## src/rtl/assert_macros.svh

```systemverilog
// ----------------------------------------------------------------------------
// assert_macros.svh
// Shared assertion macros for the tick engine RTL.
// ----------------------------------------------------------------------------
`ifndef ASSERT_MACROS_SVH
`define ASSERT_MACROS_SVH

// Antecedent in a cycle implies consequent in the same cycle.
`define ASSERT_SAME(label, clk, rst_n, ante, cons, msg) \
    label: assert property (@(posedge clk) disable iff (!(rst_n)) (ante) |-> (cons)) \
        else $error(msg);

// Antecedent in a cycle implies consequent in the next cycle.
`define ASSERT_NEXT(label, clk, rst_n, ante, cons, msg) \
    label: assert property (@(posedge clk) disable iff (!(rst_n)) (ante) |=> (cons)) \
        else $error(msg);

`endif

```

## src/rtl/tcswt_pkg.sv

```systemverilog
// ----------------------------------------------------------------------------
// tcswt_pkg
// Shared types and constants of the tick engine with sleeper table.
// ----------------------------------------------------------------------------
package tcswt_pkg;

    // result kinds
    localparam logic [1:0] KIND_TICK   = 2'd0;
    localparam logic [1:0] KIND_WOKEN  = 2'd1;
    localparam logic [1:0] KIND_ACCEPT = 2'd2;
    localparam logic [1:0] KIND_REJECT = 2'd3;

    // input function codes
    localparam logic FUNC_TICK  = 1'b0;
    localparam logic FUNC_SLEEP = 1'b1;

    // register indexes
    localparam logic REG_TICKS_PER_SECOND   = 1'b0;
    localparam logic REG_TICKS_PER_SCHEDULE = 1'b1;

    localparam logic [15:0] TPS_RESET   = 16'd50;
    localparam logic [15:0] TPSCH_RESET = 16'd1;

    localparam int PID_W   = 15;
    localparam int CLK_W   = 32;
    localparam int HOURS_W = 20;
    localparam int MS_W    = 6;
    localparam int DIV_W   = 16;
    localparam int IN_DATA_W  = 48;
    localparam int OUT_DATA_W = 80;

    localparam logic [MS_W-1:0] MS_LAST = 6'd59;

    // controller -> datapath
    typedef struct packed {
        logic load;         // capture the input word
        logic tick;         // advance clock, time of day and dividers
        logic scan_clr;     // restart the scan at slot 0
        logic scan_adv;     // step to the next slot
        logic emit_sleep;   // emit accept / reject, fill a slot
        logic emit_wake;    // emit woken result, free current slot
        logic emit_status;  // emit tick status
    } t_cmd;

    // datapath -> controller
    typedef struct packed {
        logic sch_fire;     // this tick reaches the schedule point
        logic hit;          // current slot is due
        logic scan_last;    // current slot is the last one
        logic out_free;     // output register can take a word
    } t_sts;

    // decoded register write
    typedef struct packed {
        logic            we;
        logic            sel;
        logic [DIV_W-1:0] data;
    } t_cfg_wr;

endpackage

```

## src/rtl/tcswt_ctrl.sv

```systemverilog
// ----------------------------------------------------------------------------
// tcswt_ctrl
// Sequencer: accepts one word, runs tick update, table scan and emits.
// ----------------------------------------------------------------------------
module tcswt_ctrl (
    input  logic             i_clk,
    input  logic             i_rst_n,
    input  logic             i_in_valid,
    input  logic             i_in_func,
    output logic             o_in_ready,
    input  tcswt_pkg::t_sts  i_sts,
    output tcswt_pkg::t_cmd  o_cmd
);

    typedef enum logic [2:0] {
        ST_IDLE,
        ST_TICK,
        ST_SCAN,
        ST_STATUS,
        ST_SLEEP
    } t_state;

    t_state r_state;
    t_state n_state;

    assign o_in_ready = (r_state == ST_IDLE);

    always_comb begin
        o_cmd   = '0;
        n_state = r_state;
        unique case (r_state)
            ST_IDLE: begin
                if (i_in_valid) begin
                    o_cmd.load = 1'b1;
                    n_state = (i_in_func == tcswt_pkg::FUNC_SLEEP) ? ST_SLEEP : ST_TICK;
                end
            end
            ST_TICK: begin
                o_cmd.tick     = 1'b1;
                o_cmd.scan_clr = 1'b1;
                n_state = i_sts.sch_fire ? ST_SCAN : ST_STATUS;
            end
            ST_SCAN: begin
                // hold on a due slot until the output can take it
                if (!i_sts.hit || i_sts.out_free) begin
                    o_cmd.emit_wake = i_sts.hit;
                    o_cmd.scan_adv  = 1'b1;
                    if (i_sts.scan_last) begin
                        n_state = ST_STATUS;
                    end
                end
            end
            ST_STATUS: begin
                if (i_sts.out_free) begin
                    o_cmd.emit_status = 1'b1;
                    n_state = ST_IDLE;
                end
            end
            ST_SLEEP: begin
                if (i_sts.out_free) begin
                    o_cmd.emit_sleep = 1'b1;
                    n_state = ST_IDLE;
                end
            end
            default: n_state = ST_IDLE;
        endcase
    end

    always_ff @(posedge i_clk) begin
        if (!i_rst_n) begin
            r_state <= ST_IDLE;
        end else begin
            r_state <= n_state;
        end
    end

endmodule

```

## src/rtl/tcswt_dp.sv

```systemverilog
// ----------------------------------------------------------------------------
// tcswt_dp
// Datapath: registers, clock and time of day, sleeper table, output word.
// ----------------------------------------------------------------------------
module tcswt_dp #(
    parameter int TABLE_SLOTS = 16
) (
    input  logic                                i_clk,
    input  logic                                i_rst_n,
    input  tcswt_pkg::t_cmd                     i_cmd,
    output tcswt_pkg::t_sts                     o_sts,
    input  tcswt_pkg::t_cfg_wr                  i_cfg,
    output logic [tcswt_pkg::DIV_W-1:0]         o_tps,
    output logic [tcswt_pkg::DIV_W-1:0]         o_tpsch,
    input  logic [tcswt_pkg::IN_DATA_W-1:0]     i_in_data,
    output logic                                o_out_valid,
    input  logic                                i_out_ready,
    output logic [1:0]                          o_out_kind,
    output logic [tcswt_pkg::OUT_DATA_W-1:0]    o_out_data,
    output logic                                o_out_last
);

    localparam int SLOT_W = (TABLE_SLOTS > 1) ? $clog2(TABLE_SLOTS) : 1;
    localparam logic [SLOT_W-1:0] SLOT_LAST = SLOT_W'(TABLE_SLOTS - 1);

    // configuration and tick state
    logic [tcswt_pkg::DIV_W-1:0]   r_tps;
    logic [tcswt_pkg::DIV_W-1:0]   r_tpsch;
    logic [tcswt_pkg::DIV_W-1:0]   r_sec_div;
    logic [tcswt_pkg::DIV_W-1:0]   r_sch_div;
    logic [tcswt_pkg::CLK_W-1:0]   r_tick;
    logic [tcswt_pkg::HOURS_W-1:0] r_hours;
    logic [tcswt_pkg::MS_W-1:0]    r_minutes;
    logic [tcswt_pkg::MS_W-1:0]    r_seconds;

    // sleeper table
    logic [TABLE_SLOTS-1:0]          r_busy;
    logic [tcswt_pkg::PID_W-1:0]     mem_pid  [TABLE_SLOTS];
    logic [tcswt_pkg::CLK_W-1:0]     mem_wake [TABLE_SLOTS];
    logic [tcswt_pkg::PID_W-1:0]     r_rd_pid;
    logic [tcswt_pkg::CLK_W-1:0]     r_rd_wake;
    logic [SLOT_W-1:0]               r_idx;
    logic [SLOT_W-1:0]               rd_addr;
    logic [SLOT_W-1:0]               free_idx;
    logic                            any_free;
    logic                            sleep_wr;

    // captured input
    logic [tcswt_pkg::PID_W-1:0]     r_in_pid;
    logic [tcswt_pkg::CLK_W-1:0]     r_in_wake;

    // output word
    logic                            r_ov;
    logic [1:0]                      r_okind;
    logic [tcswt_pkg::PID_W-1:0]     r_opid;
    logic [tcswt_pkg::CLK_W-1:0]     r_oclk;
    logic [tcswt_pkg::HOURS_W-1:0]   r_ohours;
    logic [tcswt_pkg::MS_W-1:0]      r_omin;
    logic [tcswt_pkg::MS_W-1:0]      r_osec;
    logic                            r_olast;

    logic [tcswt_pkg::DIV_W-1:0]     sec_inc;
    logic [tcswt_pkg::DIV_W-1:0]     sch_inc;
    logic                            sec_fire;
    logic                            scan_last;
    logic                            out_free;
    logic                            emit;

    assign sec_inc   = r_sec_div + 1'b1;
    assign sch_inc   = r_sch_div + 1'b1;
    assign sec_fire  = (sec_inc >= r_tps);
    assign scan_last = (r_idx == SLOT_LAST);
    assign out_free  = !r_ov || i_out_ready;
    assign emit      = i_cmd.emit_sleep || i_cmd.emit_wake || i_cmd.emit_status;
    assign sleep_wr  = i_cmd.emit_sleep && any_free;

    assign o_sts.sch_fire  = (sch_inc >= r_tpsch);
    assign o_sts.hit       = r_busy[r_idx] && (r_tick >= r_rd_wake);
    assign o_sts.scan_last = scan_last;
    assign o_sts.out_free  = out_free;

    assign o_tps   = r_tps;
    assign o_tpsch = r_tpsch;

    // first free slot, lowest index wins
    always_comb begin
        free_idx = '0;
        any_free = 1'b0;
        for (int i = TABLE_SLOTS - 1; i >= 0; i--) begin
            if (!r_busy[i]) begin
                free_idx = SLOT_W'(i);
                any_free = 1'b1;
            end
        end
    end

    // read address runs one slot ahead of the registered read data
    always_comb begin
        priority if (i_cmd.scan_clr) begin
            rd_addr = '0;
        end else if (i_cmd.scan_adv && !scan_last) begin
            rd_addr = r_idx + 1'b1;
        end else begin
            rd_addr = r_idx;
        end
    end

    always_ff @(posedge i_clk) begin
        if (sleep_wr) begin
            mem_pid[free_idx]  <= r_in_pid;
            mem_wake[free_idx] <= r_in_wake;
        end
        r_rd_pid  <= mem_pid[rd_addr];
        r_rd_wake <= mem_wake[rd_addr];
    end

    always_ff @(posedge i_clk) begin
        if (i_cmd.load) begin
            r_in_pid  <= i_in_data[tcswt_pkg::PID_W-1:0];
            r_in_wake <= i_in_data[tcswt_pkg::PID_W +: tcswt_pkg::CLK_W];
        end
    end

    always_ff @(posedge i_clk) begin
        if (!i_rst_n) begin
            r_tps     <= tcswt_pkg::TPS_RESET;
            r_tpsch   <= tcswt_pkg::TPSCH_RESET;
            r_sec_div <= '0;
            r_sch_div <= '0;
            r_tick    <= '0;
            r_hours   <= '0;
            r_minutes <= '0;
            r_seconds <= '0;
            r_busy    <= '0;
            r_idx     <= '0;
        end else begin
            if (i_cfg.we) begin
                if (i_cfg.sel == tcswt_pkg::REG_TICKS_PER_SECOND) begin
                    r_tps <= i_cfg.data;
                end else begin
                    r_tpsch <= i_cfg.data;
                end
                r_sec_div <= '0;
                r_sch_div <= '0;
            end else if (i_cmd.tick) begin
                r_tick    <= r_tick + 1'b1;
                r_sec_div <= sec_fire ? '0 : sec_inc;
                r_sch_div <= o_sts.sch_fire ? '0 : sch_inc;
                if (sec_fire) begin
                    if (r_seconds == tcswt_pkg::MS_LAST) begin
                        r_seconds <= '0;
                        if (r_minutes == tcswt_pkg::MS_LAST) begin
                            r_minutes <= '0;
                            r_hours   <= r_hours + 1'b1;
                        end else begin
                            r_minutes <= r_minutes + 1'b1;
                        end
                    end else begin
                        r_seconds <= r_seconds + 1'b1;
                    end
                end
            end
            if (i_cmd.scan_clr) begin
                r_idx <= '0;
            end else if (i_cmd.scan_adv && !scan_last) begin
                r_idx <= r_idx + 1'b1;
            end
            if (i_cmd.emit_wake) begin
                r_busy[r_idx] <= 1'b0;
            end
            if (sleep_wr) begin
                r_busy[free_idx] <= 1'b1;
            end
        end
    end

    // output register, control part
    always_ff @(posedge i_clk) begin
        if (!i_rst_n) begin
            r_ov <= 1'b0;
        end else if (emit) begin
            r_ov <= 1'b1;
        end else if (i_out_ready) begin
            r_ov <= 1'b0;
        end
    end

    // output register, payload part
    always_ff @(posedge i_clk) begin
        if (emit) begin
            r_oclk   <= r_tick;
            r_ohours <= r_hours;
            r_omin   <= r_minutes;
            r_osec   <= r_seconds;
            r_olast  <= !i_cmd.emit_wake;
            if (i_cmd.emit_wake) begin
                r_okind <= tcswt_pkg::KIND_WOKEN;
                r_opid  <= r_rd_pid;
            end else if (i_cmd.emit_sleep && any_free) begin
                r_okind <= tcswt_pkg::KIND_ACCEPT;
                r_opid  <= r_in_pid;
            end else if (i_cmd.emit_sleep) begin
                r_okind <= tcswt_pkg::KIND_REJECT;
                r_opid  <= '0;
            end else begin
                r_okind <= tcswt_pkg::KIND_TICK;
                r_opid  <= '0;
            end
        end
    end

    assign o_out_valid = r_ov;
    assign o_out_kind  = r_okind;
    assign o_out_last  = r_olast;
    assign o_out_data  = {1'b0, r_osec, r_omin, r_ohours, r_oclk, r_opid};

endmodule

```

## src/rtl/tick_clock_sleep_wakeup_table_top.sv

```systemverilog
// ----------------------------------------------------------------------------
// tick_clock_sleep_wakeup_table_top
// Timer tick engine: tick count, time of day and a sleeper wake-up table.
// ----------------------------------------------------------------------------
//
//  Port group   Dir  Role
//  s_axis_*     in   one word per item: tick or sleep request
//  m_axis_*     out  result words: wake-ups, sleep answer, tick status
//  APB          in   two divider registers at 0x0 and 0x4
//
//  A sleep request is loaded in the idle state and answered from the sleep state
//  once the output is free. A tick passes the tick and status states; a tick that
//  reaches the schedule point walks the slot memory in between, one table slot
//  (TABLE_SLOTS) per cycle while no due slot waits on the output, set by its single read port.
//  One item is in flight at a time; the next word is taken once the last
//  result of the current one sits in the output register.
//  Reset is synchronous, active low, and leaves the table empty.
//
`include "assert_macros.svh"

module tick_clock_sleep_wakeup_table_top #(
    parameter int TABLE_SLOTS = 16
) (
    input  logic        i_clk,
    input  logic        i_rst_n,
    // input stream
    input  logic        s_axis_tvalid,
    output logic        s_axis_tready,
    input  logic [47:0] s_axis_tdata,   // [14:0] pid, [46:15] wake_time, [47] zero
    input  logic [0:0]  s_axis_tuser,   // [0] func
    // result stream
    output logic        m_axis_tvalid,
    input  logic        m_axis_tready,
    output logic [79:0] m_axis_tdata,   // [14:0] woken_pid, [46:15] clock_res,
                                        // [66:47] hours, [72:67] minutes,
                                        // [78:73] seconds, [79] zero
    output logic [1:0]  m_axis_tuser,   // [1:0] kind
    output logic        m_axis_tlast,
    // register port
    input  logic        psel,
    input  logic        penable,
    input  logic        pwrite,
    input  logic [2:0]  paddr,
    input  logic [31:0] pwdata,
    output logic [31:0] prdata,
    output logic        pready
);

    tcswt_pkg::t_cmd    cmd;
    tcswt_pkg::t_sts    sts;
    tcswt_pkg::t_cfg_wr cfg;
    logic [tcswt_pkg::DIV_W-1:0] tps;
    logic [tcswt_pkg::DIV_W-1:0] tpsch;

    // zero-wait register port; word address picks the register
    assign pready   = 1'b1;
    assign cfg.we   = psel && penable && pwrite && pready;
    assign cfg.sel  = paddr[2];
    assign cfg.data = pwdata[tcswt_pkg::DIV_W-1:0];

    always_comb begin
        unique case (paddr[2])
            tcswt_pkg::REG_TICKS_PER_SECOND:   prdata = {16'b0, tps};
            tcswt_pkg::REG_TICKS_PER_SCHEDULE: prdata = {16'b0, tpsch};
            default:                           prdata = '0;
        endcase
    end

    // sequencer: one item at a time
    tcswt_ctrl u_ctrl (
        .i_clk      (i_clk),
        .i_rst_n    (i_rst_n),
        .i_in_valid (s_axis_tvalid),
        .i_in_func  (s_axis_tuser[0]),
        .o_in_ready (s_axis_tready),
        .i_sts      (sts),
        .o_cmd      (cmd)
    );

    // counters, sleeper table and output register
    tcswt_dp #(
        .TABLE_SLOTS (TABLE_SLOTS)
    ) u_dp (
        .i_clk       (i_clk),
        .i_rst_n     (i_rst_n),
        .i_cmd       (cmd),
        .o_sts       (sts),
        .i_cfg       (cfg),
        .o_tps       (tps),
        .o_tpsch     (tpsch),
        .i_in_data   (s_axis_tdata),
        .o_out_valid (m_axis_tvalid),
        .i_out_ready (m_axis_tready),
        .o_out_kind  (m_axis_tuser),
        .o_out_data  (m_axis_tdata),
        .o_out_last  (m_axis_tlast)
    );

    // an accepted word closes the input in the next cycle
    `ASSERT_NEXT(a_busy_after_accept, i_clk, i_rst_n, s_axis_tvalid && s_axis_tready, !s_axis_tready, "input accepted while previous item still in work")

    // only wake-ups may be followed by further results of the same item
    `ASSERT_SAME(a_nonlast_is_wake, i_clk, i_rst_n, m_axis_tvalid && !m_axis_tlast, m_axis_tuser == tcswt_pkg::KIND_WOKEN, "non-final result is not a wake-up")

    // status and reject words carry no pid
    `ASSERT_SAME(a_no_pid, i_clk, i_rst_n, m_axis_tvalid && (m_axis_tuser == tcswt_pkg::KIND_TICK || m_axis_tuser == tcswt_pkg::KIND_REJECT), m_axis_tlast && (m_axis_tdata[14:0] == 15'd0), "status or reject word malformed")

endmodule

```

## config.mk

```make
export PLATFORM = sky130hd
export DESIGN_NAME = tick_clock_sleep_wakeup_table_top
export DESIGN_NICKNAME = d
export VERILOG_FILES = /design/src/rtl/tcswt_pkg.sv /design/src/rtl/tcswt_ctrl.sv /design/src/rtl/tcswt_dp.sv /design/src/rtl/tick_clock_sleep_wakeup_table_top.sv
export VERILOG_INCLUDE_DIRS = /design/src /design/src/rtl
export SDC_FILE = /design/constraint.sdc
export NUM_CORES = 2
export LEC_CHECK = 0
export ABC_CLOCK_PERIOD_IN_PS = 7800
export BUFFER_PORTS_ARGS = -buffer_cell sky130_fd_sc_hd__buf_4
export CORE_MARGIN = 5
export CORE_UTILIZATION = 50
export CTS_BUF_LIST = sky130_fd_sc_hd__clkbuf_4
export DETAILED_ROUTE_END_ITERATION = 6
export PLACE_DENSITY = 0.67
export SYNTH_ARGS = -nofsm -noshare
export SYNTH_HDL_FRONTEND = slang
export SYNTH_SLANG_ARGS = --single-unit
```

## constraint.sdc

```tcl
create_clock -name i_clk -period 7.8 [get_ports i_clk]
set_input_delay 0.39 -clock i_clk [delete_from_list [all_inputs] [get_ports i_clk]]
set_output_delay 0.39 -clock i_clk [all_outputs]
set_load 0.005 [all_outputs]
```

# Word level (Yosys, flattened, before mapping)
# Memories as Yosys holds them, arrays and structs flattened. A register that Yosys moved wholly into a read port is not among the register bits.
# Index checks and enable logic that the tools add are counted.
# Widths: inputs -> output; s select.
# word_totals
regBits	281
ram_bits	752
input_bits	91
output_inout_bits	118
wordCells	153
mem_count	2
# classes
addsub	7
order_cmp	7
eq_ne	11
muxes	73
bitwise_logic	6
n_reduce_logical	26
# memory_table
memory	depth	width	read_ports	rd_clocked_by_memory_dff	wr	line_no	rtl
u_dp.mem_wake	16	32	1	1	1	tcswt_dp.sv:39	logic [tcswt_pkg::CLK_W-1:0] mem_wake [TABLE_SLOTS];
u_dp.mem_pid	16	15	1	1	1	tcswt_dp.sv:38	logic [tcswt_pkg::PID_W-1:0] mem_pid [TABLE_SLOTS];
# op_table
operator	count
$mux 16	5
$mux 4	18
$pmux 32 s2	1
$mux 1	33
$add 16x1->16 const B	2
$add 32x1->32 const B	1
$ge 16x16->1	2
$ge 32x32->1	1
$mux 15	2
$add 20x1->20 const B	1
$and 16x16->16	1
$not 16->16	1
$or 16x16->16	1
$mux 3	5
$add 6x1->6 const B	2
$eq 6x6->1 const B	2
$mux 6	2
$pmux 3 s4	1
$lt 4x5->1 const B	2
$demux 1 s4	2
$ge 4x1->1 const B	2
$reduce_and 4->1	2
$logic_and 1x1->1	7
$eq 3x2->1 const B	2
other kinds (17)	32

# Longest topological paths before layout
# logic_depth
depth_word	22
mapped_depth	17
depth_no_buf	15

# By module
# A second synthesis with hierarchy kept.
# hier_totals
hier_cells	2855
hier_area_um2	43050.0
# modules_own_cells
mod	n_inst	cells_each	area_per_inst_um2	seq_area_each_um2
tcswt_dp	1	2779	42354.4	30379.1
tick_clock_sleep_wakeup_table_top	1	38	390.4	0.0
tcswt_ctrl	1	38	305.3	60.1

# Worst setup path before layout
# OpenSTA, ideal clock, no wires.
# synth_timing
kind	reg2reg
startpoint	register u_ctrl.r_state[0]
endpoint	memory u_dp.mem_pid[12][0] (netlist name), enable pin
setup_ns	0.589
t_arrival_ns	6.328
required_time_ns	7.211
setup_slack_ns	0.883
path_stages_with_launch	9
path_buffers	1
synth_period_minus_slack_ns	6.917
path_cell_list	dfxtp_1 clkbuf_1 nor2_1 nand3_1 inv_1 nand2_1 nor2_1 nand3_1 nor4b_1
# synth_via
elab_chain_cells	5
# synth_lines
element	line_no	rtl
start: declaration	tcswt_ctrl.sv:23	t_state r_state;
start signal: assignment	tcswt_ctrl.sv:73	r_state <= n_state;
$eq 3x3->1	tcswt_ctrl.sv:31	unique case (r_state)
$mux 1	tcswt_ctrl.sv:31	
$logic_and 1x1->1	tcswt_dp.sv:75	assign sleep_wr = i_cmd.emit_sleep && any_free;
$mux 1	tcswt_dp.sv:109	if (sleep_wr) begin
$mux 1 (implied by the code)	tcswt_dp.sv:110	mem_pid[free_idx] <= r_in_pid;
end: declaration	tcswt_dp.sv:38	
# Every way passes these cells.

# Final worst setup path
# layout_timing
startpoint	register u_dp.r_tick[25] (netlist name)
endpoint	register u_dp.r_rd_wake[29] (netlist name), read port of u_dp.mem_wake
# layout_via
elab_chain_cells	9
# layout_lines
element	line_no	rtl
start: declaration	tcswt_dp.sv:31	logic [tcswt_pkg::CLK_W-1:0] r_tick;
start signal: assignment	tcswt_dp.sv:146	r_tick <= r_tick + 1'b1;
$ge 32x32->1	tcswt_dp.sv:78	assign o_sts.hit = r_busy[r_idx] && (r_tick >= r_rd_wake);
$logic_and 1x1->1	tcswt_dp.sv:78	
$logic_not 1->1	tcswt_ctrl.sv:45	if (!i_sts.hit || i_sts.out_free) begin
$logic_or 1x1->1	tcswt_ctrl.sv:45	
$mux 1	tcswt_ctrl.sv:45	
$mux 1	tcswt_ctrl.sv:31	
$logic_and 1x1->1	tcswt_dp.sv:101	end else if (i_cmd.scan_adv && !scan_last) begin
$mux 4 (2 in a row)	-	
end: declaration	tcswt_dp.sv:41	logic [tcswt_pkg::CLK_W-1:0] r_rd_wake;
# Every way passes these cells.
# A chain may end at the register's enable or synchronous reset.

==> summary.txt <==
Power
  • Sequential power share: 44.4%
  • Post-route total power: between 15 and 20 mW
  • Leakage Power: between 15 and 20 nW
  • Clk pwr share: roughly a third
  • Internal: ~11 mW
  • NetSw: approximately 5 mW
  • Sw Share: 31.5%
  • Power per cell area: a little over 300 mW/mm2
  • Peak supply drop: 0.544 mV
  • Comb pwr share: between 20% and 30%

STA
  • Pins Over Slew Limit: 0
  • Setup_tns: 0 ns
  • Final Hold Viols: 0
  • Crit share post-route: around three quarters
  • Max Fclk: approximately 170 MHz
  • Setup slack after layout: between 1.5 and 2 ns
  • Slew HR: about 22%
  • Final min period: 5.96 ns
  • Worst-Margin Slew: 1.17 ns
  • RSZ-0062 raised after global routing: false
  • Final setup fails: 0
  • Clock Skew: 0.0980 ns

Setup path
  • Maximum fanout along the worst path: 57
  • CP Capture Type: flip-flop
  • Worst Path Arrival: about 7 ns
  • Reg2reg end: u_dp.r_rd_wake[29]
  • WS Path Type: flip-flop to flip-flop
  • Crit path to: u_dp.r_rd_wake[29]
  • Reg2Reg Depth: 12
  • Crit path from: u_dp.r_tick[25]
  • Startpoint types: flip-flop
  • Critical Path RT: 8.86 ns
  • RR Startpoint: u_dp.r_tick[25]
  • Reg2Reg Setup Slack: ~1.8 ns

Synth
  • EDFF count, synth: between 800 and 900
  • Synthesized area per cell: 13.7 um2
  • Distinct cells, synth: 74
  • Most common flop cell mapped by yosys: edfxtp_1
  • Register area share after synthesis: 69.6%
  • Post-synthesis cell count: roughly 3200
  • FF+latch count, synth: 1080
  • Synth async-reset ratio: 0%
  • Synth Warn #: 0
  • Synthesized area: around 0.044 mm2

Outcome
  • Status: complete, no violations

Clock network
  • Setup Fix Bufs, Post-CTS: 0
  • CTS tree: built
  • CTS resizes: 0
  • Clk pin slew, worst setup/hold paths: ~0.060 ns
  • Hold_buf cts: roughly 150
  • Skew-Pair Late Insertion Delay: between 1 and 1.5 ns
  • Max clock buf depth: 4
  • Root Buffer Master: clkbuf_4
  • CTS sink count: 1080
  • H-tree depth: 5
  • Num CTS Buffers: between 200 and 300

Final layout
  • NumNets Final: roughly 3800
  • Share of cells above drive strength 1: 19.9%
  • Multi-input gate area: ~0.012 mm2
  • Fill cell count: approximately 6800
  • Area grow syn2layout: 17.7%
  • Util after Layout: between 50 and 60%
  • Final instance area: just over 0.05 mm2
  • Sequential Area: ~0.030 mm2

GRT
  • Vias in the first global route: about 30000
  • GRT Total Usage: 24.5%
  • First-pass GRT wire length: about 180 mm
  • Largest net degree at the start of global routing: ~130
  • Antenna violations before repair: 1
  • Grt ovf: 0

Min path
  • HP Class: input pin to flip-flop

Floorplanning
  • DIE HEIGHT: ~300 um
  • Die X: 306 um
  • Core area: about 0.087 mm2
  • Die area: around 0.094 mm2
  • Rows: about 110
  • Top Ports: between 200 and 250
  • Starting Density: between 50% and 60%

Place
  • DP Worst Slack: about 2 ns
  • Port Buffers: between 150 and 200
  • Placement Cell Area: 0.0463 mm2
  • GPL Wtd Cong: between 0.8 and 0.9
  • Final HPWL from detailed placement: 64.1 mm

Drt
  • WL/cell: about 23 um
  • Final wirelength: ~120 mm
  • # DRC: 0
  • Vias per cell: 5.94
  • First-iteration detailed-routing DRC count: ~3000
  • Via Count: between 20000 and 30000
  • Antenna viol nets, final: 0
  • Drt pass-1 iters: 6

Job
  • MaxCap Viol Count: 0
==> synth_stat cells (all sizes together) (3+ instances only) <==
| cell | number | area share, % |
|---|---|---|
| nand3 | 45 | 0.51 |
| nand2 | 425 | 3.6 |
| clkbuf | 148 | 1.3 |
| o211ai | 59 | 1.0 |
| a21boi | 3 | 0.060 |
| o21a | 15 | 0.26 |
| dfxtp | 199 | 9.1 |
| o2111ai | 48 | 0.96 |
| inv | 119 | 1.0 |
| a31oi | 8 | 0.11 |
| nor2 | 73 | 0.63 |
| edfxtp | 881 | 60 |
| o41ai | 5 | 0.10 |
| nor3 | 39 | 0.45 |
| a22o | 16 | 0.32 |
| o21ai | 113 | 1.3 |
| and3 | 29 | 0.41 |
| a21oi | 117 | 1.3 |
| nand3b | 9 | 0.15 |
| or3 | 18 | 0.26 |
| o221a | 3 | 0.077 |
| and2 | 17 | 0.24 |
| a31o | 3 | 0.060 |
| a21o | 9 | 0.15 |
| ha | 74 | 2.1 |
| buf | 65 | 0.92 |
| or4 | 19 | 0.33 |
| mux2i | 151 | 3.5 |
| nor2b | 11 | 0.16 |
| a22oi | 11 | 0.19 |
| a32o | 44 | 1.0 |
| a32oi | 101 | 2.0 |
| xor2 | 36 | 0.72 |
| or2 | 4 | 0.057 |
| nand2b | 12 | 0.17 |
| a211oi | 9 | 0.15 |
| nor4 | 9 | 0.13 |
| nand4 | 66 | 0.96 |
| o311ai | 46 | 0.92 |
| and4 | 31 | 0.62 |
| xnor2 | 21 | 0.42 |
| o31ai | 15 | 0.26 |
| mux4 | 4 | 0.21 |
| o22ai | 11 | 0.17 |
| mux2 | 23 | 0.59 |
==> power groups by stage <==
stage,clock [mW],combinational [mW],sequential (mW)
global route,5.53,4.04,7.05
finish,5.05,3.75,7.02
detailed placement,0,3.65,7.14
floorplan,0,2.60,7.01
global placement,0,3.55,7.11
CTS,5.17,3.73,7.02
==> layer usage <==
| layer | up-vias | global-route usage (%) | share of wire (%) |
|---|---|---|---|
| met5 | - | 0 | 0 |
| li1 | 13400 | - | - |
| met4 | 0 | 9.01 | 2.7 |
| met3 | 225 | 5.91 | 9.4 |
| met2 | 1556 | 39.7 | 48 |
| met1 | 14700 | 32.6 | 40 |
==> registers in the layout, summed over array words and instances (netlist names), 15 cells and up <==
signal	count
u_dp.r_rd_pid	15
u_dp.r_in_wake	32
u_dp.r_opid	15
u_dp.mem_pid	240
u_dp.o_tps	16
u_dp.r_in_pid	15
u_dp.r_oclk	32
u_dp.r_busy	16
u_dp.r_rd_wake	32
u_dp.r_sec_div	16
u_dp.o_tpsch	16
u_dp.r_sch_div	16
u_dp.mem_wake	512
u_dp.r_tick	32
u_dp.r_hours	20
u_dp.r_ohours	20
==> cell usage in the layout, fill, tap and decap left out, types with 15 or more instances in the layout <==
cell type        n
and3_1          29
mux2i_1        148
xnor2_1         21
or4_1           18
o31ai_1         15
inv_1          111
clkbuf_4       441
nand2_1        425
ha_1            74
o21ai_0        106
nor3_1          35
nand3_1         45
nor2_1          72
a32oi_1        101
conb_1          18
xor2_1          36
dfxtp_1        198
o2111ai_1       48
a21oi_1        114
mux2_2          23
o311ai_0        45
nand4_1         65
a32o_1          44
a22o_1          16
dlygate4sd3_1  148
or3_1           18
and4_1          31
o211ai_1        59
edfxtp_1       881
buf_4          229
clkinv_1        46
==> metrics by stage <==
stage	cells	hold WS [ns]
finish	5029	0.135
global placement	4373	0.436
global route	5029	0.0548
floorplan	3199	0.422
CTS	5028	0.0000927
detailed placement	4373	0.447
==> cell families (layout without fill, tap and decap cells) <==
logic type	after synthesis	after routing	synth area share (%)
AO/OA/AOI/OAI	646	646	10.8
XOR/XNOR	57	57	1.14
adder cells (fa/ha/maj)	74	74	2.12
buffers and inverters	332	1006	3.21
flip-flops	1080	1080	69.6
multiplexers	178	178	4.31
other	2	19	0.0172
AND/OR/NAND/NOR	814	814	8.87
==> area by class of cell <==
class                      instances  share of cell area [%]
antenna                            1                 0.00486
clock buffer                     441                    6.43
clock inverter                    66                   0.867
inverter                         119                   0.875
multi-input combinational       1787                    23.6
sequential                      1080                    59.1
tap                             1155                    2.81
timing repair buffer             380                    6.33
==> worst min-delay path by stage <==
stage                        end  cells past startpoint  slack (ns)             start
2_1_floorplan  u_dp.r_ohours[19]                      0        0.42  u_dp.r_hours[19]
6_report           u_dp.o_tps[3]                      4        0.14         pwdata[3]
4_1_cts            u_dp.o_tps[3]                      4     0.00009         pwdata[3]
3_3_place_gp   u_dp.r_ohours[19]                      0        0.44  u_dp.r_hours[19]
3_5_place_dp      u_dp.o_tps[11]                      2        0.45    u_dp.o_tps[11]
5_1_grt            u_dp.o_tps[3]                      4        0.05         pwdata[3]
==> worst max-delay path, cell delays in order (launching register included) <==
cell	delay (ns)
dfxtp_1	0.40
ha_1	0.35
nand4_1	0.13
nor4_1	0.69
a22oi_1	0.39
and2_1	0.33
o32ai_4	0.99
buf_4	0.58
o21a_4	0.76
buf_4	0.56
nand2_1	0.12
a32oi_1	0.27
and4_1	0.23
Note: power is estimated with default switching activity, not from simulation.
